--- config.mk ---
export PLATFORM = sky130hd
export DESIGN_NAME = digitizer_event_waveform_unpacker_core
export DESIGN_NICKNAME = d
export VERILOG_FILES = /design/src/design/dewu_pkg.sv /design/src/design/digitizer_event_waveform_unpacker_core.sv /design/src/design/dewu_div.sv /design/src/design/dewu_front.sv /design/src/design/dewu_queue.sv /design/src/design/dewu_back.sv
export SDC_FILE = /design/constraint.sdc
export NUM_CORES = 1
export LEC_CHECK = 0
export ABC_CLOCK_PERIOD_IN_PS = 4600
export BUFFER_PORTS_ARGS = -buffer_cell sky130_fd_sc_hd__buf_4
export CAP_MARGIN = 40
export CORE_MARGIN = 2
export CORE_UTILIZATION = 55
export DETAILED_ROUTE_END_ITERATION = 8
export PLACE_DENSITY = 0.75
export SLEW_MARGIN = 25
export SYNTH_ARGS = -nofsm -noshare
export SYNTH_HDL_FRONTEND = slang
export SYNTH_SLANG_ARGS = --single-unit
--- constraint.sdc ---
create_clock -name clk -period 4.6 [get_ports clk]
set_clock_uncertainty 0.15 [all_clocks]
set_input_delay 0.23 -clock clk [delete_from_list [all_inputs] [get_ports clk]]
set_output_delay 0.23 -clock clk [all_outputs]
set_load 0.01 [all_outputs]
--- src/design/dewu_pkg.sv ---
`timescale 1ns / 1ps

package dewu_pkg;

	localparam int unsigned HEADER_WORDS = 4;
	localparam int unsigned MAX_CHANNELS = 8;
	localparam int unsigned LEN_W        = 28;
	localparam int unsigned QUEUE_DEPTH  = 4;

	localparam logic MODE_8BIT  = 1'b0;
	localparam logic MODE_16BIT = 1'b1;

	localparam logic REG_SAMPLE_MODE = 1'b0;

	// One payload word with everything the back end needs to unpack it.
	typedef struct packed {
		logic [31:0]      word;
		logic             mode;
		logic [2:0]       block;
		logic [LEN_W-1:0] wib;
		logic             blk_end;
		logic             ev_end;
	} dewu_entry_t;

	typedef struct packed {
		logic             start;
		logic [LEN_W-1:0] dividend;
		logic [3:0]       divisor;
	} dewu_div_req_t;

	typedef struct packed {
		logic             busy;
		logic [LEN_W-1:0] quotient;
	} dewu_div_rsp_t;

	// Number of set bits among the low channel-mask bits.
	function automatic logic [3:0] count_blocks(input logic [31:0] w);
		logic [3:0] n;
		n = 4'd0;
		for (int i = 0; i < 8; i++) begin
			if (i < MAX_CHANNELS) begin
				n = n + {3'b000, w[i]};
			end
		end
		return n;
	endfunction

endpackage

--- src/design/digitizer_event_waveform_unpacker_core.sv ---
`timescale 1ns / 1ps
// A payload word passes from the input through a queue slot and the back end's word register into the
// output register. The one-sample output port sets the pace: four samples per payload word with 8-bit
// samples, two with 16-bit samples. After header word 1 is taken the input stalls while the bit-serial
// divider works out the block size.
// Reset (arst_n low) clears all control state and sets sample_mode to 8-bit samples.
module digitizer_event_waveform_unpacker_core (
	input  logic        clk,
	input  logic        arst_n,
	// Input stream.
	input  logic        s_tvalid,
	output logic        s_tready,
	input  logic [31:0] s_tdata,   // [31:0] data_word
	// Output stream.
	output logic        m_tvalid,
	input  logic        m_tready,
	output logic [55:0] m_tdata,   // [15:0] sample, [18:16] block_index,
	                               // [48:19] sample_position, [55:49] zero
	output logic [1:0]  m_tuser,   // [0] block_end, [1] event_end
	output logic        m_tlast,   // last sample taken from its input word
	// Configuration port.
	input  logic        psel,
	input  logic        penable,
	input  logic        pwrite,
	input  logic [2:0]  paddr,
	input  logic [31:0] pwdata,
	output logic [31:0] prdata,
	output logic        pready
);

	// The register index is the word address; only the sample mode register exists.
	logic sample_mode_q;
	logic cfg_write;
	logic cfg_hit;

	assign pready    = 1'b1;
	assign cfg_hit   = paddr[2] == dewu_pkg::REG_SAMPLE_MODE;
	assign cfg_write = psel && penable && pwrite && pready;
	assign prdata    = cfg_hit ? {31'd0, sample_mode_q} : 32'd0;

	always_ff @(posedge clk or negedge arst_n) begin
		if (!arst_n) begin
			sample_mode_q <= dewu_pkg::MODE_8BIT;
		end else if (cfg_write && cfg_hit) begin
			sample_mode_q <= pwdata[0];
		end
	end

	// The front end parses headers and tags payload words; the queue lets it keep
	// taking words while the back end is still emitting samples of earlier ones.
	dewu_pkg::dewu_div_req_t div_req;
	dewu_pkg::dewu_div_rsp_t div_rsp;
	dewu_pkg::dewu_entry_t   push_entry;
	dewu_pkg::dewu_entry_t   pop_entry;
	logic                    q_push;
	logic                    q_full;
	logic                    q_valid;
	logic                    q_pop;

	dewu_div u_div (
		.clk    (clk),
		.arst_n (arst_n),
		.req    (div_req),
		.rsp    (div_rsp)
	);

	dewu_front u_front (
		.clk         (clk),
		.arst_n      (arst_n),
		.s_tvalid    (s_tvalid),
		.s_tready    (s_tready),
		.s_tdata     (s_tdata),
		.sample_mode (sample_mode_q),
		.q_full      (q_full),
		.q_push      (q_push),
		.q_entry     (push_entry),
		.div_req     (div_req),
		.div_rsp     (div_rsp)
	);

	dewu_queue u_queue (
		.clk        (clk),
		.arst_n     (arst_n),
		.push       (q_push),
		.push_entry (push_entry),
		.full       (q_full),
		.valid      (q_valid),
		.pop_entry  (pop_entry),
		.pop        (q_pop)
	);

	// The back end turns each queued word into two or four samples.
	dewu_back u_back (
		.clk      (clk),
		.arst_n   (arst_n),
		.q_valid  (q_valid),
		.q_entry  (pop_entry),
		.q_pop    (q_pop),
		.m_tvalid (m_tvalid),
		.m_tready (m_tready),
		.m_tdata  (m_tdata),
		.m_tuser  (m_tuser),
		.m_tlast  (m_tlast)
	);

	// No word may be taken while the block size is still being computed.
	assert property (@(posedge clk) disable iff (!arst_n) div_rsp.busy |-> !s_tready)
		else $error("input accepted while divider busy");

	// A word is pushed only when the queue has room.
	assert property (@(posedge clk) disable iff (!arst_n) q_push |-> !q_full)
		else $error("queue overflow");

	// Event end marks the last block end, which falls on the last sample of a word.
	assert property (@(posedge clk) disable iff (!arst_n)
		(m_tvalid && m_tuser[1]) |-> (m_tuser[0] && m_tlast))
		else $error("event end without block end");

	// Right after header word 1 is taken the divider is running.
	assert property (@(posedge clk) disable iff (!arst_n) div_req.start |=> div_rsp.busy)
		else $error("divider did not start");

endmodule

--- src/design/dewu_div.sv ---
`timescale 1ns / 1ps

// Restoring divider, one quotient bit per cycle. The divisor is at most 8, so
// the partial remainder fits in three bits.
module dewu_div (
	input  logic                    clk,
	input  logic                    arst_n,
	input  dewu_pkg::dewu_div_req_t req,
	output dewu_pkg::dewu_div_rsp_t rsp
);

	localparam int unsigned CNT_W = $clog2(dewu_pkg::LEN_W);

	logic                       busy_q;
	logic [CNT_W-1:0]           cnt_q;
	logic [dewu_pkg::LEN_W-1:0] quo_q;
	logic [2:0]                 rem_q;
	logic [3:0]                 dvs_q;
	logic [3:0]                 trial;
	logic                       fits;

	assign trial = {rem_q, quo_q[dewu_pkg::LEN_W-1]};
	assign fits  = trial >= dvs_q;

	always_ff @(posedge clk or negedge arst_n) begin
		if (!arst_n) begin
			busy_q <= 1'b0;
			cnt_q  <= '0;
			quo_q  <= '0;
			rem_q  <= '0;
			dvs_q  <= 4'd1;
		end else if (req.start) begin
			busy_q <= 1'b1;
			cnt_q  <= '0;
			quo_q  <= req.dividend;
			rem_q  <= '0;
			dvs_q  <= req.divisor;
		end else if (busy_q) begin
			quo_q <= {quo_q[dewu_pkg::LEN_W-2:0], fits};
			rem_q <= fits ? 3'(trial - dvs_q) : trial[2:0];
			if (cnt_q == CNT_W'(dewu_pkg::LEN_W - 1)) begin
				busy_q <= 1'b0;
			end
			cnt_q <= cnt_q + 1'b1;
		end
	end

	assign rsp.busy     = busy_q;
	assign rsp.quotient = quo_q;

endmodule

--- src/design/dewu_front.sv ---
`timescale 1ns / 1ps

// Walks the event header, tracks block and word position, and forwards
// every payload word that produces samples to the queue.
module dewu_front (
	input  logic                    clk,
	input  logic                    arst_n,
	input  logic                    s_tvalid,
	output logic                    s_tready,
	input  logic [31:0]             s_tdata,
	input  logic                    sample_mode,
	input  logic                    q_full,
	output logic                    q_push,
	output dewu_pkg::dewu_entry_t   q_entry,
	output dewu_pkg::dewu_div_req_t div_req,
	input  dewu_pkg::dewu_div_rsp_t div_rsp
);

	localparam int unsigned LW = dewu_pkg::LEN_W;
	localparam logic [LW-1:0] HDR = LW'(dewu_pkg::HEADER_WORDS);

	logic [LW-1:0] word_pos_q;
	logic [LW-1:0] event_len_q;
	logic [3:0]    active_q;
	logic [2:0]    cur_block_q;
	logic [LW-1:0] wib_q;
	logic          done_q;

	logic          accept;
	logic [LW-1:0] wpb;
	logic [LW-1:0] len_now;
	logic [LW-1:0] span;
	logic          wrap;
	logic          emit;
	logic          blk_end;
	logic          ev_end;
	logic [3:0]    blocks;

	assign s_tready = !div_rsp.busy && !q_full;
	assign accept   = s_tvalid && s_tready;
	assign wpb      = div_rsp.quotient;
	assign blocks   = dewu_pkg::count_blocks(s_tdata);

	// The length written by header word 0 already sets the span of its event.
	assign len_now = (word_pos_q == '0) ? s_tdata[LW-1:0] : event_len_q;
	assign span    = (len_now > HDR) ? len_now : HDR;
	assign wrap    = ({1'b0, word_pos_q} + 1'b1) >= {1'b0, span};

	assign emit    = (word_pos_q >= HDR) && !done_q && (wpb != '0)
	                 && ({1'b0, cur_block_q} < active_q);
	assign blk_end = ({1'b0, wib_q} + 1'b1) == {1'b0, wpb};
	assign ev_end  = blk_end && (({1'b0, cur_block_q} + 4'd1) == active_q);

	// Block size is found by the divider; an empty mask or a short event
	// divides zero so that the block size comes out as zero.
	always_comb begin
		div_req.start    = accept && (word_pos_q == LW'(1));
		div_req.divisor  = (blocks == 4'd0) ? 4'd1 : blocks;
		div_req.dividend = ((blocks != 4'd0) && (event_len_q >= HDR))
		                   ? (event_len_q - HDR) : '0;
	end

	assign q_push          = accept && emit;
	assign q_entry.word    = s_tdata;
	assign q_entry.mode    = sample_mode;
	assign q_entry.block   = cur_block_q;
	assign q_entry.wib     = wib_q;
	assign q_entry.blk_end = blk_end;
	assign q_entry.ev_end  = ev_end;

	always_ff @(posedge clk or negedge arst_n) begin
		if (!arst_n) begin
			word_pos_q  <= '0;
			event_len_q <= '0;
			active_q    <= '0;
			cur_block_q <= '0;
			wib_q       <= '0;
			done_q      <= 1'b0;
		end else if (accept) begin
			if (word_pos_q == '0) begin
				event_len_q <= s_tdata[LW-1:0];
				active_q    <= '0;
				cur_block_q <= '0;
				wib_q       <= '0;
				done_q      <= 1'b0;
			end else if (word_pos_q == LW'(1)) begin
				active_q <= blocks;
			end else if (emit) begin
				if (blk_end) begin
					wib_q <= '0;
					if (ev_end) begin
						done_q <= 1'b1;
					end else begin
						cur_block_q <= cur_block_q + 3'd1;
					end
				end else begin
					wib_q <= wib_q + 1'b1;
				end
			end
			word_pos_q <= wrap ? '0 : word_pos_q + 1'b1;
		end
	end

endmodule

--- src/design/dewu_queue.sv ---
`timescale 1ns / 1ps

// Small first-in first-out buffer between the front and the back end.
module dewu_queue (
	input  logic                  clk,
	input  logic                  arst_n,
	input  logic                  push,
	input  dewu_pkg::dewu_entry_t push_entry,
	output logic                  full,
	output logic                  valid,
	output dewu_pkg::dewu_entry_t pop_entry,
	input  logic                  pop
);

	localparam int unsigned DEPTH = dewu_pkg::QUEUE_DEPTH;
	localparam int unsigned PTR_W = $clog2(DEPTH);
	localparam int unsigned CNT_W = $clog2(DEPTH + 1);

	dewu_pkg::dewu_entry_t slots_q [DEPTH];
	logic [PTR_W-1:0]      wr_ptr_q;
	logic [PTR_W-1:0]      rd_ptr_q;
	logic [CNT_W-1:0]      count_q;
	logic                  do_push;
	logic                  do_pop;

	assign full      = count_q == CNT_W'(DEPTH);
	assign valid     = count_q != '0;
	assign pop_entry = slots_q[rd_ptr_q];
	assign do_push   = push && !full;
	assign do_pop    = pop && valid;

	always_ff @(posedge clk) begin
		if (do_push) begin
			slots_q[wr_ptr_q] <= push_entry;
		end
	end

	always_ff @(posedge clk or negedge arst_n) begin
		if (!arst_n) begin
			wr_ptr_q <= '0;
			rd_ptr_q <= '0;
			count_q  <= '0;
		end else begin
			if (do_push) begin
				wr_ptr_q <= wr_ptr_q + 1'b1;
			end
			if (do_pop) begin
				rd_ptr_q <= rd_ptr_q + 1'b1;
			end
			if (do_push && !do_pop) begin
				count_q <= count_q + 1'b1;
			end else if (do_pop && !do_push) begin
				count_q <= count_q - 1'b1;
			end
		end
	end

endmodule

--- src/design/dewu_back.sv ---
`timescale 1ns / 1ps

// Splits one queued word into its samples, one per cycle while the output is not stalled, into
// the output register.
module dewu_back (
	input  logic                  clk,
	input  logic                  arst_n,
	input  logic                  q_valid,
	input  dewu_pkg::dewu_entry_t q_entry,
	output logic                  q_pop,
	output logic                  m_tvalid,
	input  logic                  m_tready,
	output logic [55:0]           m_tdata,
	output logic [1:0]            m_tuser,
	output logic                  m_tlast
);

	dewu_pkg::dewu_entry_t ent_q;
	logic                  ent_valid_q;
	logic [1:0]            lane_q;
	logic                  out_valid_q;
	logic [15:0]           sample_q;
	logic [2:0]            block_q;
	logic [29:0]           pos_q;
	logic                  last_q;
	logic                  blk_end_q;
	logic                  ev_end_q;

	logic                  adv;
	logic                  last_lane;
	logic                  load;
	logic [4:0]            shamt;
	logic [31:0]           shifted;
	logic [15:0]           sample;
	logic [29:0]           pos;

	assign adv       = ent_valid_q && (!out_valid_q || m_tready);
	assign last_lane = (ent_q.mode == dewu_pkg::MODE_16BIT) ? lane_q[0] : (lane_q == 2'd3);
	assign load      = q_valid && (!ent_valid_q || (adv && last_lane));
	assign q_pop     = load;

	always_comb begin
		if (ent_q.mode == dewu_pkg::MODE_16BIT) begin
			shamt  = {lane_q[0], 4'b0000};
			pos    = {1'b0, ent_q.wib, lane_q[0]};
		end else begin
			shamt  = {lane_q, 3'b000};
			pos    = {ent_q.wib, lane_q};
		end
		shifted = ent_q.word >> shamt;
		sample  = (ent_q.mode == dewu_pkg::MODE_16BIT) ? shifted[15:0]
		          : {8'h00, shifted[7:0]};
	end

	always_ff @(posedge clk or negedge arst_n) begin
		if (!arst_n) begin
			ent_valid_q <= 1'b0;
			lane_q      <= '0;
			out_valid_q <= 1'b0;
		end else begin
			if (load) begin
				ent_valid_q <= 1'b1;
				lane_q      <= '0;
			end else if (adv && last_lane) begin
				ent_valid_q <= 1'b0;
			end else if (adv) begin
				lane_q <= lane_q + 2'd1;
			end
			if (adv) begin
				out_valid_q <= 1'b1;
			end else if (m_tready) begin
				out_valid_q <= 1'b0;
			end
		end
	end

	always_ff @(posedge clk) begin
		if (load) begin
			ent_q <= q_entry;
		end
		if (adv) begin
			sample_q  <= sample;
			block_q   <= ent_q.block;
			pos_q     <= pos;
			last_q    <= last_lane;
			blk_end_q <= last_lane && ent_q.blk_end;
			ev_end_q  <= last_lane && ent_q.ev_end;
		end
	end

	assign m_tvalid = out_valid_q;
	assign m_tdata  = {7'b0000000, pos_q, block_q, sample_q};
	assign m_tuser  = {ev_end_q, blk_end_q};
	assign m_tlast  = last_q;

endmodule
==> flow_metrics.tcl <==
set metrics [dict create \
    portBuffers 95 \
    antenna_found_initial 2 \
    layout_common_cells "382 x edfxtp_1, 150 x buf_4, 141 x dfrtp_1" \
    diodes 0 \
    timing_hold_violations_final 0 \
    cts_root_buf "clkbuf_16" \
    worst_pin_slew_ps 781 \
    clockBufferDepth 3 \
    worst_path_largest_cell_delay_ps 650 \
    hold_depth 4 \
    row_count 76 \
    synth_seq_cells 527 \
    cp-end-kind "flop" \
    syn-cell-area_sq_um 24200 \
    htree_num_levels 2 \
    synth_top_cell_by_area "edfxtp_1" \
    cts_tree "yes" \
    gp_congestion 0.886 \
    grt_pass1_vias 15254 \
    setup_viol 0 \
    first_pass_iters 5 \
    synth_seq_area_share_pct 62.3 \
    vias 15299 \
    cellLeakagePower_nw 10.4 \
    yosysUniqueCellTypes 73 \
    dominantRegCellSynth "edfxtp_1" \
    tritoncts.num_buffers 52 \
    syn_avg_cell_area_sq_um 14.3 \
    power_density_nw_per_um2 589 \
    die_y_um 214 \
    max_slew_margin_pct 47.4 \
    place_hpwl_um 37400 \
    syn_inst 1697 \
    hp-class "in -> reg" \
    fmax_mhz 228 \
    coreArea_sq_um 43300 \
    synthDominantCellAreaShare_pct 47.3 \
    ant_nets 0 \
    synth_edf_count 382 \
    period_needed_ps 4380 \
    crit_chain "ha_1, nand3_1, nor2_1, a221o_1, o2111ai_1, or4b_1, or3_4, and2_4, and3_1, a221o_1" \
    status "finished, final reports clean" \
    vdd_ir_drop_max_mv 0.320 \
    start_kind "flop" \
    synthArstFlopShare_pct 27.5 \
    dieArea_sq_um 45800 \
    ff2ff_path_depth 10 \
    yosys-top-cells-area "edfxtp_1 47%, dfrtp_1 15%, mux4_2 6.9%" \
    io_pins 168 \
    grt_overflow 0 \
    nets 1993 \
    drt-initial-drc-count 1501 \
    cts_sinks 527 \
    die_w_um 214 \
    clkLatencyLatePin_ps 630 \
    crit_path_top_delay_cell "dfrtp_1" \
    wl_per_cell_um 23.0 \
    drt-vias-per-instance 6.14 \
    grt_max_degree 84 \
    grt_pass1_wl_um 88700 \
    start_util_pct 56.0 \
    path_clk_slew_ps 60 \
    crit_top_cell "a221o_1" \
    crit_fanout 20 \
    ys_warn_count 0 \
    crit_type "reg -> reg" \
    final_util_pct 64.7 \
    finalCritPeriodShare_pct 95.3 \
    area_growth_pct 15.6 \
    drc 0 \
    drive_gt1_share_pct 21.4 \
    total_power_mw 16.5 \
    final_common_cell "edfxtp_1" \
    n_fill_cell 3018 \
    worst-endpoint-required_ps 4930 \
    wl_um 57300 \
    drv_cap 0 \
    grt_use_total_pct 25.8 \
    cp.arrival_ps 4710 \
    drv_slew 0 \
]
-- power breakdown --
group | total (mW) | internal, mW | switching (mW)
registers | 7.18 | 6.36 | 0.819
clock network | 4.26 | 2.43 | 1.82
logic | 5.06 | 2.35 | 2.70
-- per-stage QoR --
step	instance area, sq um	TNS [ps]	std cells	hold slack, ps	setup slack, ps
detailed placement	25800	0	2353	207	135
global route	28000	-17.2	2490	81.9	-17.2
finish	28000	0	2490	77.5	216
CTS	27900	0	2487	56.7	107
floorplan	24400	0	1734	-216	146
global placement	25700	0	2350	194	297
-- final timing paths --
check | to | from | slack (ps)
setup / recovery | u_front.wib_q[7] | u_front.wib_q[0] | 220
hold / removal | u_front.word_pos_q[8] | s_tvalid | 80
setup reg to reg | u_front.wib_q[7] | u_front.wib_q[0] | 220
hold reg to reg | u_back.block_q[2] | u_back.ent_q[32] | 270
max in group asynchronous | u_queue.count_q[2] | arst_n | 2760
min in group asynchronous | u_front.word_pos_q[16] | arst_n | 380
-- metal layers --
metal | share of wire, % | track usage [%] | vias up
met1 | 41 | 36.0 | 7709
met3 | 7.6 | 4.51 | 133
met5 | 0.023 | 0 | -
met4 | 3.1 | 8.91 | 2
li1 | - | - | 6762
met2 | 48 | 41.4 | 693
-- synth_stat cells (all sizes together), types with 4 or more instances --
cell	instances
o31ai	11
or3	14
mux2	55
nand2b	11
mux2i	42
and4	14
fa	6
and3	22
a21oi	47
nor3b	4
o22ai	30
buf	67
xnor2	49
a22o	16
nor4	30
nand4	39
o2111ai	4
o21a	29
o21ai	36
o32ai	4
a221o	4
ha	52
a21o	11
mux4	74
or4	6
edfxtp	382
o211ai	5
nor3	17
and2	18
a31oi	20
inv	44
xor2	47
dfrtp	144
nand2	90
clkbuf	60
nor2	60
nand4b	5
nor2b	44
a31o	4
nand3	39
-- registers in the layout (all words and copies together), names as in the netlist, 16 cells and up --
name / count
u_queue.slots_q: 264
u_back.ent_q: 66
u_back.pos_q: 30
u_div.quo_q: 28
u_front.event_len_q: 28
u_front.wib_q: 28
u_front.word_pos_q: 28
u_back.sample_q: 16
-- layout make-up --
| class | instances | area, sq um | area share [%] |
|---|---|---|---|
| flip-flops and latches | 527 | 15100 | 53.9 |
| multi-input cells | 1036 | 8520 | 30.4 |
| repair buffers | 200 | 1750 | 6.26 |
| clock buffers | 74 | 1480 | 5.30 |
| well taps | 585 | 732 | 2.61 |
| clock inverters | 24 | 254 | 0.907 |
| inverters | 44 | 165 | 0.590 |
-- critical path, delay by kind of cell, from the launching register on --
kind	cells	cell delay, ps
AO/OA/AOI/OAI	3	690
adder cells (fa/ha/maj)	1	440
flip-flops	1	650
AND/OR/NAND/NOR	6	2320
-- logic make-up after synthesis --
kind of cell	share of synthesized area, %
muxes	11.2
xor gates and xnor gates	3.47
AOI/OAI and AO/OA	6.88
other	0.0310
adders and majority gates	3.18
buffers and inverters	3.39
DFF	62.3
and+or+nand+nor	9.56
-- repair_timing --
action                                  in CTS  in global routing
resized for setup                            0                 15
hold endpoints to repair                   238                 12
hold buffers                                36                  1
buffers inserted                             0                  1
endpoints found under the setup margin       0                 27
Power figures use the tool's default switching activity.
